**src/rtl/mhpq_ram.sv**
```systemverilog
// ----------------------------------------------------------------------------
// mhpq_ram
// Simple dual-port RAM: one write port, one read port with registered data.
// ----------------------------------------------------------------------------
module mhpq_ram #(
  parameter int WIDTH = 8,
  parameter int DEPTH = 16
) (
  input  logic                     clk,
  input  logic                     we,
  input  logic [$clog2(DEPTH)-1:0] waddr,
  input  logic [WIDTH-1:0]         wdata,
  input  logic [$clog2(DEPTH)-1:0] raddr,
  output logic [WIDTH-1:0]         rdata
);

  logic [WIDTH-1:0] mem [DEPTH];

  always_ff @(posedge clk) begin
    if (we) begin
      mem[waddr] <= wdata;
    end
    rdata <= mem[raddr];
  end

endmodule

```
**config.mk**
```make
export PLATFORM = sky130hd
export DESIGN_NAME = mhpq_ram
export DESIGN_NICKNAME = d
export VERILOG_FILES = /design/src/rtl/mhpq_ram.sv
export SDC_FILE = /design/constraint.sdc
export NUM_CORES = 1
export LEC_CHECK = 0
export BUFFER_PORTS_ARGS = -buffer_cell sky130_fd_sc_hd__buf_2
export CELL_PAD_IN_SITES_DETAIL_PLACEMENT = 0
export CELL_PAD_IN_SITES_GLOBAL_PLACEMENT = 1
export CORE_MARGIN = 1.5
export CORE_UTILIZATION = 57
export CTS_CLUSTER_SIZE = 16
export DETAILED_ROUTE_END_ITERATION = 10
export PLACE_DENSITY = 0.94
export SLEW_MARGIN = 20
export SYNTH_ARGS = -nofsm -noshare
export SYNTH_HDL_FRONTEND = slang
export SYNTH_SLANG_ARGS = --single-unit
```
**constraint.sdc**
```tcl
create_clock -name clk -period 3.35 [get_ports clk]
set_clock_uncertainty 0.2 [all_clocks]
set_input_delay 0.8375 -clock clk [delete_from_list [all_inputs] [get_ports clk]]
set_output_delay 0.8375 -clock clk [all_outputs]
set_load 0.03 [all_outputs]
```
* Yosys cells after proc, flatten, opt, wreduce, memory -nomap -nowiden
Memories as Yosys holds them, arrays and structs flattened. A register that Yosys moved wholly into a read port is not among the register bits. Cells that the tools add are included.
Word-level totals: word-level logic and storage cells 3, input bits 18, RAM bits 128, output and inout bits 8, memories kept 1, register bits 0
Cells by class: multiplexer cells 2
Memory list:
- mem | depth 16, width 8, rd ports 1, clocked after memory_dff 1, write ports 1, line 17 | logic [WIDTH-1:0] mem [DEPTH];
Operators by type and width (number):
- 1-bit two-way mux | 2

* Logic depth before layout (Yosys ltp)
Gate-level depths: netlist (run 1).
word-level depth 2, depth in mapped cells 5, mapped depth without buffers 3

* Least setup slack after synthesis (run 1)
OpenSTA, ideal clock, no wires.
path type input to register, from in waddr[2], to mem mem[0][0] (enable), arrival 1.947 ns, buffers on the path 0, setup time 0.383 ns, data required time 2.767 ns, stages on the path 2, path slack 0.820 ns, cells stage by stage or3b_2 nor3_1
RTL lines:
- from (decl) | line 11 | input logic [$clog2(DEPTH)-1:0] waddr,
- to (decl) | line 17
No word-level cell before the write port.

==> metrics.cfg, run 1 <==
[status]
status=complete, no violations

[worst_setup_path]
worstSetupEndpointType=register
crit_family=buffers and inverters
worst_setup_path_start_kind=primary input
startpoint=raddr[1]
arrival_ps=2360
crit_slowest_cell=buf_2
timing.rr.start=mem[3][6]
cpPeakStageDelay_ps=490
endpoint=rdata[7]
crit_chain=buf_2, buf_4, mux4_2, a22oi_1, nand2_1
required_ps=3540
rr_endpoint=rdata[6]
worst-setup-path-type=in2reg
worst_r2r_path_depth=3
path_buf_inv=2
r2r_slack_ps=1750
cp.depth=5
critPathMaxFanout=24

[floorplan]
coreArea_mm2=0.008721
fp-row-count=34
io-pin-count=26
die_w_um=98.03
die_y_um=98.03
dieArea_mm2=0.009610
initial_utilization_pct=59.02

[synthesis]
seq_area_frac_synth_pct=77.78
ys.warnings.count=0
ys_seq_elements=136
yosysUniqueCellTypes=19
synthCells=229
synth_nets=247
synth_area_per_cell_um2=22.48
syn_area_mm2=0.005147

[sta]
finalSetupViolCount=0
fin_crit_sh_pct=64.88
fin_ws_ps=1177
relSlewSlack_pct=38.86
hold_viol=0
fmax_ghz=0.4601
fin_tns_setup_ps=0
worst_slew_pin_slew_ps=913.7
min_period_ps=2173
drv_slew=0
rsz0062_at_grt=false

[drt]
drt_iter0_markers=268
drc_errors=0
drt_wl_total_mm=10.65
first_pass_iters=4
num_vias=2558
ant_nets=0
via_per_inst=6.460
post_drt_wl_per_cell_um=26.89

[pwr]
vdd_drop_max_mv=0.4836
power.leakage_uw=0.002045
pwr_density_cell_mw_per_mm2=663.0

[cts]
path_clk_slew_ps=60
clockBufferDepth=2
cts_tree=yes
cts_resized=0
clockRootBuffer=clkbuf_8
cts_htree_levels=4
ctsHoldBuffers=0
cts_inserted_buffers=17
clock_latency_ps=520
cts_sinks=136
post_cts_buffers=0

[layout]
instances_no_fill=396
drive_above_1_share_pct=29.51
final_nets=294
antennaDiodeCount=0
area_growth_pct=17.14
fillers=494
final_cell_mix=edfxtp_1 (128), buf_2 (25), mux4_2 (18), a22oi_1 (16), clkbuf_16 (16)
final_common_cell=edfxtp_1

[placement]
dp.cells=365
gp_congestion=0.7735
numPortBuffers=25
pre_cts_slack_ps=654.2
dp_hpwl_mm=6.069

[grt]
grt_start_max_net_pins=33
grt_use_total_pct=24.30
grt_pass1_vias=2552
grt-ovfl-total=0
grt_pass1_wl_mm=15.97
antenna_found_initial=0

[job]
maxCapViolCount=0

[min_path]
hp-class=reg2reg

worst min-delay path, delay by kind of cell (launching register included):
family / cells / cell delay, ps
DFF: 1 / 310
muxes: 1 / 210
AOI/OAI and AO/OA: 1 / 80
and+or+nand+nor: 1 / 60
area by class of cell:
| class | instances | area, µm² | share of cell area [%] |
|---|---|---|---|
| clock inverter | 13 | 180.2 | 2.988 |
| timing repair buffer | 38 | 235.2 | 3.901 |
| sequential | 136 | 4004 | 66.40 |
| multi-input combinational | 83 | 1057 | 17.53 |
| clock buffer | 18 | 417.9 | 6.931 |
| tap | 108 | 135.1 | 2.241 |
sequential cells by signal, indices dropped and copies added, names as in the netlist:
name	count
mem	128
rdata	8
metrics by stage:
step | area, µm² | utilization (%) | total power, µW | hold slack, ps
floorplan | 5147 | - | 2065 | 429.3
finish | 6030 | 69.14 | 3998 | 480.4
global route | 6030 | 69.14 | 4090 | 492.5
detailed placement | 5431 | 62.28 | 2145 | 466.9
global placement | 5431 | 62.28 | 2135 | 447.9
CTS | 6030 | 69.14 | 4006 | 482.4
kinds of logic after synthesis:
| family | synth area share [%] |
|---|---|
| DFF | 77.78 |
| AOI/OAI and AO/OA | 2.334 |
| buffers and inverters | 1.677 |
| muxes | 15.02 |
| and+or+nand+nor | 3.184 |
Yosys cell counts:
cell	instances	area share [%]
nand2b_1	2	0.24
and2b_1	1	0.15
nor2b_1	1	0.12
buf_4	1	0.15
nor2_1	13	0.95
or3b_2	1	0.17
and2_1	1	0.12
nand2_1	9	0.66
a22oi_1	16	2.3
buf_2	3	0.29
nor3_1	4	0.39
nand3b_1	2	0.29
dfxtp_1	8	3.1
clkdlybuf4s25_2	3	0.58
edfxtp_1	128	75
mux4_2	18	7.9
buf_6	3	0.66
nand3_1	1	0.097
mux4_1	14	7.1
metal layers:
| metal | vias up | GRT usage (%) | routed length [µm] |
|---|---|---|---|
| met3 | 27 | 4.796 | 745 |
| met4 | 0 | 12.97 | 380 |
| met1 | 1314 | 33.56 | 4254 |
| li1 | 1069 | - | - |
| met2 | 148 | 37.35 | 5269 |
| met5 | - | 0 | 0 |
where the power goes:
part           total [µW]  switching (µW)  internal (µW)  leakage [µW]
Sequential           1920            15.9           1900       0.00122
Combinational         193             120           73.3      0.000544
Clock                1890             687           1200      0.000278
Total                4000             823           3170       0.00205
worst min-delay path by stage:
stage               slack, ps  cells after the start  startpoint          to
floorplan                 430                      3   mem[7][0]    rdata[0]
global route              490                      1    wdata[0]   mem[1][0]
CTS                       480                      1    wdata[0]  mem[13][0]
global placement          450                      3   mem[7][0]    rdata[0]
finish                    480                      3  mem[11][4]    rdata[4]
detailed placement        470                      3   mem[7][1]    rdata[1]
(Power assumes the default switching activity.)
==> run 2, diff against run 1 <==
--- a/config.mk
+++ b/config.mk
@@ -5,14 +5,15 @@
 export SDC_FILE = /design/constraint.sdc
 export NUM_CORES = 1
 export LEC_CHECK = 0
+export ABC_AREA = 1
 export BUFFER_PORTS_ARGS = -buffer_cell sky130_fd_sc_hd__buf_2
 export CELL_PAD_IN_SITES_DETAIL_PLACEMENT = 0
 export CELL_PAD_IN_SITES_GLOBAL_PLACEMENT = 1
 export CORE_MARGIN = 1.5
-export CORE_UTILIZATION = 57
+export CORE_UTILIZATION = 44
 export CTS_CLUSTER_SIZE = 16
 export DETAILED_ROUTE_END_ITERATION = 10
-export PLACE_DENSITY = 0.94
+export PLACE_DENSITY = 0.86
 export SLEW_MARGIN = 20
 export SYNTH_ARGS = -nofsm -noshare
 export SYNTH_HDL_FRONTEND = slang
==> constraint.sdc (replaced) <==
create_clock -name clk -period 1.85 [get_ports clk]
set_clock_uncertainty 0.2 [all_clocks]
set_input_delay 0.4625 -clock clk [delete_from_list [all_inputs] [get_ports clk]]
set_output_delay 0.4625 -clock clk [all_outputs]
set_load 0.03 [all_outputs]
==> metrics.cfg, run 2 <==
[synthesis]
ys.warnings.count=0  ; unchanged
yosysUniqueCellTypes=12  ; was 19
async_reset_ff_share_pct=0  ; unchanged
synth_commonest_cells=nand2_1 (173), edfxtp_1 (128), inv_1 (100)  ; was edfxtp_1 (128), mux4_2 (18), a22oi_1 (16)
synth_nets=569  ; was 247
seq_area_frac_synth_pct=69.43  ; was 77.78%
ys.flop_type=edfxtp_1  ; unchanged
synth_area_per_cell_um2=10.47  ; was 22.48 µm²
synthCells=551  ; was 229
syn_area_mm2=0.005767  ; was 0.005147 mm²
synth_top_area_share_pct=66.65  ; was 74.67%
synth_most_common_cell=nand2_1  ; was edfxtp_1
synthTopCellsByArea=edfxtp_1 (67%), nand2_1 (11%), nand3_1 (8.4%), inv_1 (6.5%), dfxtp_1 (2.8%)  ; was edfxtp_1 (75%), mux4_2 (7.9%), mux4_1 (7.1%), dfxtp_1 (3.1%), a22oi_1 (2.3%)
synth-edff-count=128  ; unchanged
ys_seq_elements=136  ; unchanged
synth_top_cell_by_area=edfxtp_1  ; unchanged

[sta]
rsz0062_at_grt=false  ; unchanged
fin_tns_setup_ps=0  ; unchanged
min_period_ps=1713
relSlewSlack_pct=75.57  ; was 38.86%
fin_crit_sh_pct=92.57
hold_viol=0  ; unchanged
drv_slew=0  ; unchanged
worst_slew_pin_slew_ps=366.4  ; was 913.7 ps
fmax_ghz=0.5839
finalSetupViolCount=0  ; unchanged

[floorplan]
dieArea_mm2=0.01380  ; was 0.009610 mm²
initial_utilization_pct=45.33  ; was 59.02%
io-pin-count=26  ; unchanged
fp-row-count=41  ; was 34
die_y_um=117.5  ; was 98.03 µm
die_w_um=117.5  ; was 98.03 µm
coreArea_mm2=0.01272  ; was 0.008721 mm²

[drt]
num_vias=3854  ; was 2,558
drt_iter0_markers=269  ; was 268
drt_wl_total_mm=12.95  ; was 10.65 mm
post_drt_wl_per_cell_um=16.63  ; was 26.89 µm
via_per_inst=4.947  ; was 6.460
ant_nets=0  ; unchanged
drc_errors=0  ; unchanged
first_pass_iters=5  ; was 4

[cts]
clockRootBuffer=clkbuf_16  ; was clkbuf_8
ctsHoldBuffers=0  ; unchanged
cts_htree_levels=4  ; unchanged
path_clk_slew_ps=60  ; about the same
clockBufferDepth=2  ; unchanged
cts_resized=0  ; unchanged
clock_latency_ps=420  ; was 520 ps
cts_inserted_buffers=17  ; unchanged
cts_tree=yes  ; unchanged
post_cts_buffers=0  ; unchanged
cts_sinks=136  ; unchanged

[worst_setup_path]
worst_setup_path_start_kind=register  ; was primary input
crit_family=flip-flops  ; was buffers and inverters
r2r_slack_ps=630  ; was 1750 ps
crit_slowest_cell=dfxtp_1  ; was buf_2
required_ps=1190  ; was 3540 ps
cpPeakStageDelay_ps=400  ; was 490 ps
worst-setup-path-type=reg2out  ; was in2reg
arrival_ps=1050  ; was 2360 ps
crit_chain=buf_2  ; was buf_2, buf_4, mux4_2, a22oi_1, nand2_1
path_buf_inv=1  ; was 2
critPathMaxFanout=1  ; was 24
timing.rr.start=mem[0][1]  ; was mem[3][6]
worstSetupEndpointType=primary output  ; was register
startpoint=rdata[3]  ; was raddr[1]

[layout]
drive_above_1_share_pct=13.34  ; was 29.51%
antennaDiodeCount=0  ; unchanged
largest_register_ffs=128  ; unchanged
final_cell_mix=nand2_1 (173), edfxtp_1 (128), inv_1 (100), nand3_1 (97), buf_2 (25)  ; was edfxtp_1 (128), buf_2 (25), mux4_2 (18), a22oi_1 (16), clkbuf_16 (16)
top_regs=mem (128), rdata (8)  ; unchanged
final_common_cell=nand2_1  ; was edfxtp_1
max_flop_register=mem  ; unchanged
final_nets=612  ; was 294
area_growth_pct=18.05  ; was 17.14%

[placement]
gp_congestion=0.8151  ; was 0.7735
dp_hpwl_mm=7.821  ; was 6.069 mm
numPortBuffers=25  ; unchanged

[status]
status=complete, no violations  ; unchanged

[grt]
antenna_found_initial=0  ; unchanged
grt_pass1_wl_mm=19.87  ; was 15.97 mm
grt_start_max_net_pins=65  ; was 33
grt_use_total_pct=19.49  ; was 24.30%
grt_pass1_vias=3745  ; was 2,552
grt-ovfl-total=0  ; unchanged

[min_path]
min_from=raddr[3]  ; was mem[11][4]
hp-class=in2reg  ; was reg2reg

[pwr]
power.total_uw=7497  ; was 3998 µW
vdd_drop_max_mv=0.5793  ; was 0.4836 mV
power.leakage_uw=0.002948  ; was 0.002045 µW
pwr_density_cell_mw_per_mm2=1101  ; was 663.0 mW/mm²

[job]
maxCapViolCount=0  ; unchanged

run 2: changes by cell type after synthesis, moves of 2 or more:
cell and change:
a22oi_1 -16, buf_2 +10, buf_4 +3, buf_6 +3, clkdlybuf4s25_2 -3, inv_1 +100, inv_2 +2, mux4_1 -14
mux4_2 -18, nand2_1 +164, nand2b_1 -2, nand3_1 +96, nor2_1 +4, nor3_1 -4
run 2: area by class of cell:
type,count,area [µm²]
well taps,172,215.2
repair buffers,48,360.3
clock buffers,20,456.7
inverters,102,382.9
fillers,1143,5914
multi-input cells,289,1214
flip-flops and latches,136,4004
clock inverters,12,175.2
run 2: power breakdown:
group	leakage, µW	total (µW)	switching, µW	internal (µW)
logic	0.00143	472	334	138
registers	0.00122	3470	24.3	3450
clock network	0.000290	3560	1240	2320
run 2: kinds of logic (layout without fill, tap and decap cells):
group                  after synthesis  in the layout  share of synthesized area, %
AND/OR/NAND/NOR                    289            289                         21.05
flip-flops                         136            136                         69.43
buffers and inverters              126            182                         9.525
run 2: worst reg2reg max path, stage by stage, from the launching register on:
cell	delay, ps
edfxtp_1	360
inv_1	60
nand2_1	50
nand3_1	70
nand3_1	150
nand3_1	150
nand2_1	80
run 2: per-layer routing:
layer	global-route usage, %	wire length [µm]
met5	0	0
met3	5.329	847
met4	7.241	272
met2	32.83	6482
met1	24.13	5350
run 2: final timing paths:
check,cells after the start,to
max,1,rdata[3]
min,3,rdata[6]
max reg2reg,6,rdata[1]
min reg2reg,6,rdata[2]
run 2: per-stage QoR:
stage | utilization, % | setup slack, ps | instance area (µm²) | hold slack [ps] | instances
after floorplan | - | 236.7 | 5767 | 361.4 | 551
after global placement | 48.54 | 128.1 | 6176 | 427.9 | 747
after detailed placement | 48.54 | 115.4 | 6176 | 438.5 | 747
after CTS | 53.51 | 111.2 | 6808 | 196.3 | 779
after global routing | 53.51 | 100.1 | 6808 | 213.1 | 779
final | 53.51 | 137.4 | 6808 | 204.4 | 779
